### config.mk
export PLATFORM = sky130hd
export DESIGN_NAME = binary_cross_dilate_erode_flat
export DESIGN_NICKNAME = d
export VERILOG_FILES = /design/src/rtl/bcde_pkg.sv /design/src/rtl/bcde_req_if.sv /design/src/rtl/bcde_rsp_if.sv /design/src/rtl/binary_cross_dilate_erode.sv /design/src/rtl/bcde_line_cell.sv /design/src/rtl/bcde_window.sv /design/src/flat_wrapper.sv
export SDC_FILE = /design/constraint.sdc
export NUM_CORES = 2
export LEC_CHECK = 0
export BUFFER_PORTS_ARGS = -buffer_cell sky130_fd_sc_hd__buf_2
export CORE_UTILIZATION = 63
export CTS_CLUSTER_SIZE = 12
export DETAILED_ROUTE_END_ITERATION = 16
export PLACE_DENSITY = 0.79
export SLEW_MARGIN = 30
export SYNTH_ARGS = -nofsm -noshare
export SYNTH_HDL_FRONTEND = slang
export SYNTH_HIERARCHICAL = 1
export SYNTH_SLANG_ARGS = --single-unit
### constraint.sdc
create_clock -name clock -period 18.3 [get_ports clock]
set_clock_uncertainty 0.2 [all_clocks]
set_input_delay 1.83 -clock clock [delete_from_list [all_inputs] [get_ports clock]]
set_output_delay 1.83 -clock clock [all_outputs]
set_load 0.01 [all_outputs]
### src/rtl/bcde_pkg.sv
// Shared constants, codes and types of the binary cross dilate/erode block.
// No dependencies; the top level and the window refer to this package.
`timescale 1ns / 1ps

package bcde_pkg;

   // Default frame limits handed to the top level parameters
   localparam int MAX_WIDTH_DEFAULT  = 1024;
   localparam int MAX_HEIGHT_DEFAULT = 1024;

   // Width of the frame size registers
   localparam int SIZE_W = 11;

   // Register indexes (word address bits of the configuration port)
   localparam logic [1:0] REG_MODE         = 2'd0;
   localparam logic [1:0] REG_FRAME_WIDTH  = 2'd1;
   localparam logic [1:0] REG_FRAME_HEIGHT = 2'd2;

   // Register reset values
   localparam logic              MODE_RESET         = 1'b0;
   localparam logic [SIZE_W-1:0] FRAME_WIDTH_RESET  = 11'd1024;
   localparam logic [SIZE_W-1:0] FRAME_HEIGHT_RESET = 11'd1024;

   // Operation codes
   localparam logic MODE_DILATE = 1'b0;
   localparam logic MODE_ERODE  = 1'b1;

   // Input item kinds
   localparam logic REQ_PIXEL = 1'b0;
   localparam logic REQ_PAD   = 1'b1;

   // Per-step stencil control handed from the position logic to the window
   typedef struct packed {
      logic has_res;  // this step completes a result
      logic in_up;    // upper neighbor lies inside the frame
      logic in_dn;    // lower neighbor lies inside the frame
      logic in_lf;    // left neighbor lies inside the frame
      logic in_rt;    // right neighbor lies inside the frame
      logic last;     // result is the final one of the frame
   } flags_type;

endpackage

### src/rtl/bcde_req_if.sv
// Input channel of the block: valid/ready handshake with one pixel transaction.
// Depends on nothing.
`timescale 1ns / 1ps

interface bcde_req_if;
   logic valid;
   logic ready;
   logic req_type;
   logic pixel;

   modport source (output valid, output req_type, output pixel, input ready);
   modport sink   (input valid, input req_type, input pixel, output ready);
endinterface

### src/rtl/bcde_rsp_if.sv
// Result channel of the block: valid/ready handshake with one result transaction.
// Depends on nothing.
`timescale 1ns / 1ps

interface bcde_rsp_if;
   logic valid;
   logic ready;
   logic result_pixel;
   logic frame_last;

   modport source (output valid, output result_pixel, output frame_last, input ready);
   modport sink   (input valid, input result_pixel, input frame_last, output ready);
endinterface

### src/rtl/binary_cross_dilate_erode.sv
// Binary dilation/erosion with a four-neighbor cross over a raster stream.
// A result transaction passes the step register and then the output register after the
// item that completes it is accepted (one row plus one pixel later in the stream).
// Throughput: one item per cycle while the result channel takes results, set by the single read port of each line cell.
// Reset clears position, window, pipeline and registers; line stores keep contents.
// Depends on bcde_pkg, bcde_req_if, bcde_rsp_if, bcde_line_cell and bcde_window.
`timescale 1ns / 1ps

module binary_cross_dilate_erode #(
   parameter int MAX_WIDTH  = bcde_pkg::MAX_WIDTH_DEFAULT,
   parameter int MAX_HEIGHT = bcde_pkg::MAX_HEIGHT_DEFAULT
) (
   input  logic        clock,
   input  logic        reset,
   bcde_req_if.sink    req_if,
   bcde_rsp_if.source  rsp_if,
   input  logic        psel,
   input  logic        penable,
   input  logic        pwrite,
   input  logic [3:0]  paddr,
   input  logic [31:0] pwdata,
   output logic [31:0] prdata,
   output logic        pready
);

   localparam int SW  = bcde_pkg::SIZE_W;
   localparam int CW  = $clog2(MAX_WIDTH);
   localparam int WW  = $clog2(MAX_WIDTH + 1);
   localparam int HW  = $clog2(MAX_HEIGHT + 1);
   localparam int RW  = $clog2(MAX_HEIGHT + 2);
   localparam int CMW = (WW > SW) ? WW : SW;
   localparam int CMH = (HW > SW) ? HW : SW;

   // Configuration registers
   logic          mode_ff;
   logic [SW-1:0] fw_ff;
   logic [SW-1:0] fh_ff;
   logic          cfg_wr;
   logic          size_wr;

   // Position and pipeline
   logic [CW-1:0] col_ff;
   logic [RW-1:0] row_ff;
   logic          s1_valid_ff;
   logic          s1_val_ff;
   logic [CW-1:0] s1_col_ff;
   bcde_pkg::flags_type s1_flags_ff;
   logic          out_valid_ff;
   logic          out_pixel_ff;
   logic          out_last_ff;

   logic [WW-1:0] w_eff;
   logic [HW-1:0] h_eff;
   logic [CMW-1:0] fw_ext;
   logic [CMH-1:0] fh_ext;
   logic          accept;
   logic          process;
   logic          row_in_frame;
   logic          col_ge1;
   logic          col_wrap;
   logic [RW-1:0] prow;
   logic          val;
   bcde_pkg::flags_type flags;
   logic          s1_adv;
   logic          out_take;
   logic          mid_old;
   logic          up_old;
   logic          win_pixel;
   logic          win_last;

   // Decode configuration writes
   assign pready  = 1'b1;
   assign cfg_wr  = psel && penable && pwrite && pready;
   assign size_wr = cfg_wr && ((paddr[3:2] == bcde_pkg::REG_FRAME_WIDTH)
                               || (paddr[3:2] == bcde_pkg::REG_FRAME_HEIGHT));

   always_ff @(posedge clock) begin
      if (reset) begin
         mode_ff <= bcde_pkg::MODE_RESET;
         fw_ff   <= bcde_pkg::FRAME_WIDTH_RESET;
         fh_ff   <= bcde_pkg::FRAME_HEIGHT_RESET;
      end else if (cfg_wr) begin
         case (paddr[3:2])
            bcde_pkg::REG_MODE:         mode_ff <= pwdata[0];
            bcde_pkg::REG_FRAME_WIDTH:  fw_ff   <= pwdata[SW-1:0];
            bcde_pkg::REG_FRAME_HEIGHT: fh_ff   <= pwdata[SW-1:0];
            default: begin
            end
         endcase
      end
   end

   // Return register contents on reads
   always_comb begin
      case (paddr[3:2])
         bcde_pkg::REG_MODE:         prdata = {31'd0, mode_ff};
         bcde_pkg::REG_FRAME_WIDTH:  prdata = {{(32 - SW){1'b0}}, fw_ff};
         bcde_pkg::REG_FRAME_HEIGHT: prdata = {{(32 - SW){1'b0}}, fh_ff};
         default:                    prdata = 32'd0;
      endcase
   end

   // Clamp the frame size into one pixel up to the maximum
   assign fw_ext = CMW'(fw_ff);
   assign fh_ext = CMH'(fh_ff);

   always_comb begin
      if (fw_ff == '0) begin
         w_eff = WW'(1);
      end else if (fw_ext > CMW'(MAX_WIDTH)) begin
         w_eff = WW'(MAX_WIDTH);
      end else begin
         w_eff = WW'(fw_ext);
      end
      if (fh_ff == '0) begin
         h_eff = HW'(1);
      end else if (fh_ext > CMH'(MAX_HEIGHT)) begin
         h_eff = HW'(MAX_HEIGHT);
      end else begin
         h_eff = HW'(fh_ext);
      end
   end

   // Classify the incoming transaction and derive the stencil borders
   assign s1_adv  = s1_valid_ff && (!s1_flags_ff.has_res || !out_valid_ff || rsp_if.ready);
   assign req_if.ready = !s1_valid_ff || s1_adv;
   assign accept  = req_if.valid && req_if.ready;

   assign row_in_frame = RW'(h_eff) > row_ff;
   assign process  = !(row_in_frame && (req_if.req_type == bcde_pkg::REQ_PAD));
   assign val      = row_in_frame && req_if.pixel;
   assign col_ge1  = col_ff != '0;
   assign col_wrap = (WW'(col_ff) + WW'(1)) >= w_eff;
   assign prow     = col_ge1 ? row_ff : row_ff - RW'(1);

   always_comb begin
      flags.has_res = (row_ff >= RW'(2)) || ((row_ff == RW'(1)) && col_ge1);
      flags.in_up   = prow >= RW'(2);
      flags.in_dn   = prow < RW'(h_eff);
      flags.in_lf   = col_ge1 ? (WW'(col_ff) >= WW'(2)) : (w_eff >= WW'(2));
      flags.in_rt   = col_ge1;
      flags.last    = !col_ge1 && (row_ff == (RW'(h_eff) + RW'(1)));
   end

   // Advance the raster position
   always_ff @(posedge clock) begin
      if (reset || size_wr) begin
         col_ff <= '0;
         row_ff <= '0;
      end else if (accept && process) begin
         if (flags.last) begin
            col_ff <= '0;
            row_ff <= '0;
         end else if (col_wrap) begin
            col_ff <= '0;
            row_ff <= row_ff + RW'(1);
         end else begin
            col_ff <= CW'(WW'(col_ff) + WW'(1));
         end
      end
   end

   // Hold the step while the line cells read
   always_ff @(posedge clock) begin
      if (reset) begin
         s1_valid_ff <= 1'b0;
      end else if (req_if.ready) begin
         s1_valid_ff <= accept && process;
      end
   end

   always_ff @(posedge clock) begin
      if (accept && process) begin
         s1_val_ff   <= val;
         s1_col_ff   <= col_ff;
         s1_flags_ff <= flags;
      end
   end

   // Chain of line cells: recent row hands its old pixel to the older row
   bcde_line_cell #(.DEPTH(MAX_WIDTH)) u_cell_recent (
      .clock   (clock),
      .rd_en   (accept && process),
      .rd_addr (col_ff),
      .wr_en   (s1_adv),
      .wr_addr (s1_col_ff),
      .wr_data (s1_val_ff),
      .rd_data (mid_old)
   );

   bcde_line_cell #(.DEPTH(MAX_WIDTH)) u_cell_older (
      .clock   (clock),
      .rd_en   (accept && process),
      .rd_addr (col_ff),
      .wr_en   (s1_adv),
      .wr_addr (s1_col_ff),
      .wr_data (mid_old),
      .rd_data (up_old)
   );

   bcde_window u_window (
      .clock        (clock),
      .reset        (reset),
      .restart      (size_wr),
      .adv          (s1_adv),
      .flags        (s1_flags_ff),
      .mode         (mode_ff),
      .val          (s1_val_ff),
      .up_old       (up_old),
      .mid_old      (mid_old),
      .result_pixel (win_pixel),
      .frame_last   (win_last)
   );

   // Output register: load a finished result, drop it once taken
   assign out_take = out_valid_ff && rsp_if.ready;

   always_ff @(posedge clock) begin
      if (reset) begin
         out_valid_ff <= 1'b0;
      end else if (s1_adv && s1_flags_ff.has_res) begin
         out_valid_ff <= 1'b1;
      end else if (out_take) begin
         out_valid_ff <= 1'b0;
      end
   end

   always_ff @(posedge clock) begin
      if (s1_adv && s1_flags_ff.has_res) begin
         out_pixel_ff <= win_pixel;
         out_last_ff  <= win_last;
      end
   end

   assign rsp_if.valid        = out_valid_ff;
   assign rsp_if.result_pixel = out_pixel_ff;
   assign rsp_if.frame_last   = out_last_ff;

endmodule

### src/rtl/bcde_line_cell.sv
// One line store cell: a row of pixels in a memory with a registered read port,
// a write port and same-address forwarding. Depends on nothing.
`timescale 1ns / 1ps

module bcde_line_cell #(
   parameter int DEPTH = 1024
) (
   input  logic                     clock,
   input  logic                     rd_en,
   input  logic [$clog2(DEPTH)-1:0] rd_addr,
   input  logic                     wr_en,
   input  logic [$clog2(DEPTH)-1:0] wr_addr,
   input  logic                     wr_data,
   output logic                     rd_data
);

   logic mem [DEPTH];
   logic mem_q_ff;
   logic byp_ff;
   logic byp_data_ff;
   logic hit;

   assign hit = wr_en && (wr_addr == rd_addr);

   // Write the pixel handed in by the previous stage
   always_ff @(posedge clock) begin
      if (wr_en) begin
         mem[wr_addr] <= wr_data;
      end
   end

   // Read the column and capture a write to the same column in the same cycle
   always_ff @(posedge clock) begin
      if (rd_en) begin
         mem_q_ff    <= mem[rd_addr];
         byp_ff      <= hit;
         byp_data_ff <= wr_data;
      end
   end

   assign rd_data = byp_ff ? byp_data_ff : mem_q_ff;

endmodule

### src/rtl/bcde_window.sv
// Cross stencil window: holds one column of three rows and the pixel left of its
// center, and forms the dilated or eroded pixel. Depends on bcde_pkg.
`timescale 1ns / 1ps

module bcde_window (
   input  logic                clock,
   input  logic                reset,
   input  logic                restart,
   input  logic                adv,
   input  bcde_pkg::flags_type flags,
   input  logic                mode,
   input  logic                val,
   input  logic                up_old,
   input  logic                mid_old,
   output logic                result_pixel,
   output logic                frame_last
);

   logic [2:0] win_cur_ff;
   logic [2:0] win_cur_in;
   logic       win_left_ff;
   logic       win_left_in;
   logic       c_bit, up_bit, dn_bit, lf_bit, rt_bit;

   // Name the neighbors around the center pixel
   assign c_bit  = win_cur_ff[1];
   assign up_bit = win_cur_ff[0];
   assign dn_bit = win_cur_ff[2];
   assign lf_bit = win_left_ff;
   assign rt_bit = mid_old;

   // Combine the in-frame neighbors
   always_comb begin
      case (mode)
         bcde_pkg::MODE_DILATE: begin
            result_pixel = c_bit | (flags.in_up & up_bit) | (flags.in_dn & dn_bit)
                           | (flags.in_lf & lf_bit) | (flags.in_rt & rt_bit);
         end
         bcde_pkg::MODE_ERODE: begin
            result_pixel = c_bit & (~flags.in_up | up_bit) & (~flags.in_dn | dn_bit)
                           & (~flags.in_lf | lf_bit) & (~flags.in_rt | rt_bit);
         end
         default: begin
            result_pixel = 1'b0;
         end
      endcase
   end

   assign frame_last = flags.last;

   // Shift in the new column, clear at the end of a frame or on a restart
   always_comb begin
      win_cur_in  = win_cur_ff;
      win_left_in = win_left_ff;
      if (restart) begin
         win_cur_in  = 3'b000;
         win_left_in = 1'b0;
      end else if (adv) begin
         if (flags.last) begin
            win_cur_in  = 3'b000;
            win_left_in = 1'b0;
         end else begin
            win_cur_in  = {val, mid_old, up_old};
            win_left_in = win_cur_ff[1];
         end
      end
   end

   always_ff @(posedge clock) begin
      if (reset) begin
         win_cur_ff  <= 3'b000;
         win_left_ff <= 1'b0;
      end else begin
         win_cur_ff  <= win_cur_in;
         win_left_ff <= win_left_in;
      end
   end

endmodule

### src/flat_wrapper.sv
// flat-port wrapper written by rule: the top's interface ports become plain ports
module binary_cross_dilate_erode_flat 
#(
   parameter int MAX_WIDTH  = bcde_pkg::MAX_WIDTH_DEFAULT,
   parameter int MAX_HEIGHT = bcde_pkg::MAX_HEIGHT_DEFAULT
)
  (clock, reset, psel, penable, pwrite, paddr, pwdata, prdata, pready, req_if_valid, req_if_req_type, req_if_pixel, req_if_ready, rsp_if_valid, rsp_if_result_pixel, rsp_if_frame_last, rsp_if_ready);
  bcde_req_if req_if_i ();
  bcde_rsp_if rsp_if_i ();
  input  logic clock;
  input  logic reset;
  input  logic psel;
  input  logic penable;
  input  logic pwrite;
  input  logic [3:0] paddr;
  input  logic [31:0] pwdata;
  output logic [31:0] prdata;
  output logic pready;
  input wire logic [$bits(req_if_i.valid)-1:0] req_if_valid;
  input wire logic [$bits(req_if_i.req_type)-1:0] req_if_req_type;
  input wire logic [$bits(req_if_i.pixel)-1:0] req_if_pixel;
  output wire logic [$bits(req_if_i.ready)-1:0] req_if_ready;
  output wire logic [$bits(rsp_if_i.valid)-1:0] rsp_if_valid;
  output wire logic [$bits(rsp_if_i.result_pixel)-1:0] rsp_if_result_pixel;
  output wire logic [$bits(rsp_if_i.frame_last)-1:0] rsp_if_frame_last;
  input wire logic [$bits(rsp_if_i.ready)-1:0] rsp_if_ready;
  assign req_if_i.valid = req_if_valid;
  assign req_if_i.req_type = req_if_req_type;
  assign req_if_i.pixel = req_if_pixel;
  assign req_if_ready = req_if_i.ready;
  assign rsp_if_valid = rsp_if_i.valid;
  assign rsp_if_result_pixel = rsp_if_i.result_pixel;
  assign rsp_if_frame_last = rsp_if_i.frame_last;
  assign rsp_if_i.ready = rsp_if_ready;
  binary_cross_dilate_erode #(.MAX_WIDTH(MAX_WIDTH), .MAX_HEIGHT(MAX_HEIGHT)) u_core (.clock(clock), .reset(reset), .req_if(req_if_i), .rsp_if(rsp_if_i), .psel(psel), .penable(penable), .pwrite(pwrite), .paddr(paddr), .pwdata(pwdata), .prdata(prdata), .pready(pready));
endmodule
==> impl_metrics.toml <==
[routing]
num_vias = 59920
first_pass_iters = 6
ant_nets = 0
totalWireLength_mm = 252.2
drt_iter0_drc = 9707
drc = 0
viasPerCell = 6.873
post_drt_wl_per_cell_um = 28.93

[sta]
period_share_pct = 32.24
fin_tns_setup_ns = 0
worst_pin_slew_ns = 1.131
hold_violations = 0
rsz0062_at_grt = "false"
relSlewSlack_pct = 24.27
setup_viol = 0
fmax_ghz = 0.1695
min_period_ns = 5.900
drv_slew = 0

[synth]
avgSynthCellArea_um2 = 13.80
yosys.area.top_type_share_pct = 65.84
ys.flop_type = "edfxtp_1"
synth_edf_count = 2073
yosys-top-cells-count = "nor2_1 (2125), edfxtp_1 (2073), clkbuf_1 (416)"
post-synth-top-count-cell = "nor2_1"
ys_seq_area_share_pct = 66.90
yosys-top-cells-area = "edfxtp_1 (66%), mux4_2 (9.4%), nor2_1 (8.4%)"
async_reset_ff_share_pct = 0
synth-seq-cells = 2123
yosysTopAreaCell = "edfxtp_1"
syn-cell-area_mm2 = 0.09455
synth_cell_types = 79
synthCells = 6850
yosysWarnings = 6

[placement]
portBuffers = 36
dp_cells = 8377
gp_congestion = 0.8698
dp_hpwl_mm = 134.1
placed_cell_area_mm2 = 0.09562

[grt]
grt_first_pass_wirelength_mm = 366.9
grt_pass1_vias = 58220
grt_use_met1_pct = 44.58
antenna_found_initial = 6
grt-busiest-layer = "met2"
grt_use_met3_pct = 9.052
grt_max_degree = 320
grt_use_total_pct = 33.09
grtUsageMet2_pct = 51.72
overflow = 0

[clock_tree]
cts_root_buffer = "clkbuf_16"
cts.sinks = 2123
path_clk_slew_ns = 0.06
cts_made_buffers = 207
htree_num_levels = 4
cts_resized = 0
postCtsSetupBuffers = 0
cts_tree = "yes"
clk_latency_ns = 0.86
hold_buffers = 0
clockBufferDepth = 3

[finish]
drive_above_1_share_pct = 14.63
synthToLayoutAreaGrowth_pct = 7.760
fillCellCount = 9425
multi_input_area_mm2 = 0.02857
layoutNonFillerInstCount = 8718
final_nets = 6676
regArea_mm2 = 0.06327
final_util_pct = 68.67
design_area_mm2 = 0.1019

[die]
row_count = 141
initial_core_util_pct = 63.73
core_mm2 = 0.1484
die_area_mm2 = 0.1516
pin_count = 82
die_height_um = 389.4
die_x_um = 389.4

[critical_path]
arrival_ns = 6.18
critPathMaxFanout = 100
cp.required_ns = 18.58
startpoint_type = "register"
critPathKind = "register to register"
cp-end-kind = "register"

[hold_path]
hp-class = "register to register"

[power]
seq_power_share_pct = 55.2
intPower_mw = 7.629
p_switching_mw = 2.067
clock_power_share_pct = 40.1
peakVddDrop_uv = 82.01
power.density_mw_per_mm2 = 95.17
leakagePower_nw = 29.38
pwr-share-comb_pct = 4.7
switching_share_pct = 21.31

[outcome]
status = "complete, no violations"

[run]
max_cap_violations = 0
-- cell type report --
cell class | count | area share, %
inverter | 49 | 0.1805
tap | 2002 | 2.459
clock inverter | 48 | 0.4974
clock buffer | 288 | 5.402
timing repair buffer | 168 | 1.312
antenna | 2 | 0.004912
multi-input combinational | 4038 | 28.04
sequential | 2123 | 62.10
-- through the flow --
step,hold slack [ns],power (mW),worst slack [ns]
4_1_cts,0.2968,9.712,12.41
5_1_grt,0.3072,9.907,12.19
3_3_place_gp,0.2801,5.889,12.48
6_report,0.2993,9.696,12.40
3_5_place_dp,0.2876,5.900,12.41
2_1_floorplan,0.2489,5.872,3.380
-- cell families (layout without fill, tap and decap cells) --
kind of cell	count (synthesis)	in the layout	synth area share, %
AOI/OAI and AO/OA	502	502	3.659
xor gates and xnor gates	60	60	0.5783
adders and majority gates	44	44	0.5823
buffers and inverters	709	553	3.599
DFF	2123	2123	66.90
muxes	663	663	12.94
other	2	24	0.007943
and+or+nand+nor	2747	2747	11.73
-- per-layer routing --
layer	part of all wire, %	vias up
met1	34	29890
met5	0.016	-
met2	46	4680
li1	-	24550
met3	15	791
met4	4.5	6
-- flip-flops by register name, summed over array words and instances (netlist names), 3 cells and up --
name                        flops
u_core/row_ff                  11
u_core/s1_flags_ff              6
u_core/u_window/win_cur_ff      3
u_core/fh_ext                  11
u_core/col_ff                  10
u_core/fw_ext                  11
u_core/u_cell_older/mem      1024
u_core/s1_col_ff               10
u_core/u_cell_recent/mem     1024
-- cells in the final DEF, fill, tap and decap left out, types with 42 or more instances in the layout --
master | netlist | routed
a21oi_1 | 132 | 132
clkbuf_1 | 416 | 79
buf_4 | 55 | 113
inv_1 | 44 | 44
a22oi_1 | 68 | 68
edfxtp_1 | 2073 | 2073
ha_1 | 44 | 44
o221ai_1 | 84 | 84
o21ai_0 | 50 | 50
dfxtp_1 | 50 | 42
xnor2_1 | 47 | 47
nor2_1 | 2125 | 2123
nand2_2 | 0 | 70
nor3_1 | 72 | 69
mux4_2 | 394 | 394
nand2_1 | 259 | 189
o22ai_1 | 44 | 44
clkbuf_16 | 0 | 207
mux2i_1 | 211 | 211
nand3_1 | 106 | 58
-- worst max-delay path, cell delays in order, from the launching register on --
cell	delay, ns
dfxtp_4	0.67
buf_12	0.58
buf_12	0.56
buf_4	0.84
mux4_2	0.60
mux4_2	0.54
o2111ai_1	0.21
nor4_1	0.08
a22oi_1	0.54
o2111ai_1	0.42
-- worst paths after layout --
kind / endpoint / cells after the start / start / slack (ns)
max: u_core/u_cell_older/mem_q_ff$_DFFE_PP_ / 9 / u_core/col_ff[0]$_SDFFE_PP0P_ / 12.40
min reg2reg: u_core/fw_ext[3]$_SDFFE_PP0P_ / 2 / u_core/fw_ext[3]$_SDFFE_PP0P_ / 0.30
max reg2reg: u_core/u_cell_older/mem_q_ff$_DFFE_PP_ / 9 / u_core/col_ff[0]$_SDFFE_PP0P_ / 12.40
min: u_core/fw_ext[3]$_SDFFE_PP0P_ / 2 / u_core/fw_ext[3]$_SDFFE_PP0P_ / 0.30
-- power groups by stage --
stage / clock network, mW / logic, mW / registers, mW
after floorplan: 0 / 0.351 / 5.52
after global placement: 0 / 0.433 / 5.46
after detailed placement: 0 / 0.444 / 5.46
after CTS: 3.91 / 0.447 / 5.35
after global routing: 4.07 / 0.480 / 5.35
final: 3.89 / 0.455 / 5.35
(Power assumes the default switching activity.)
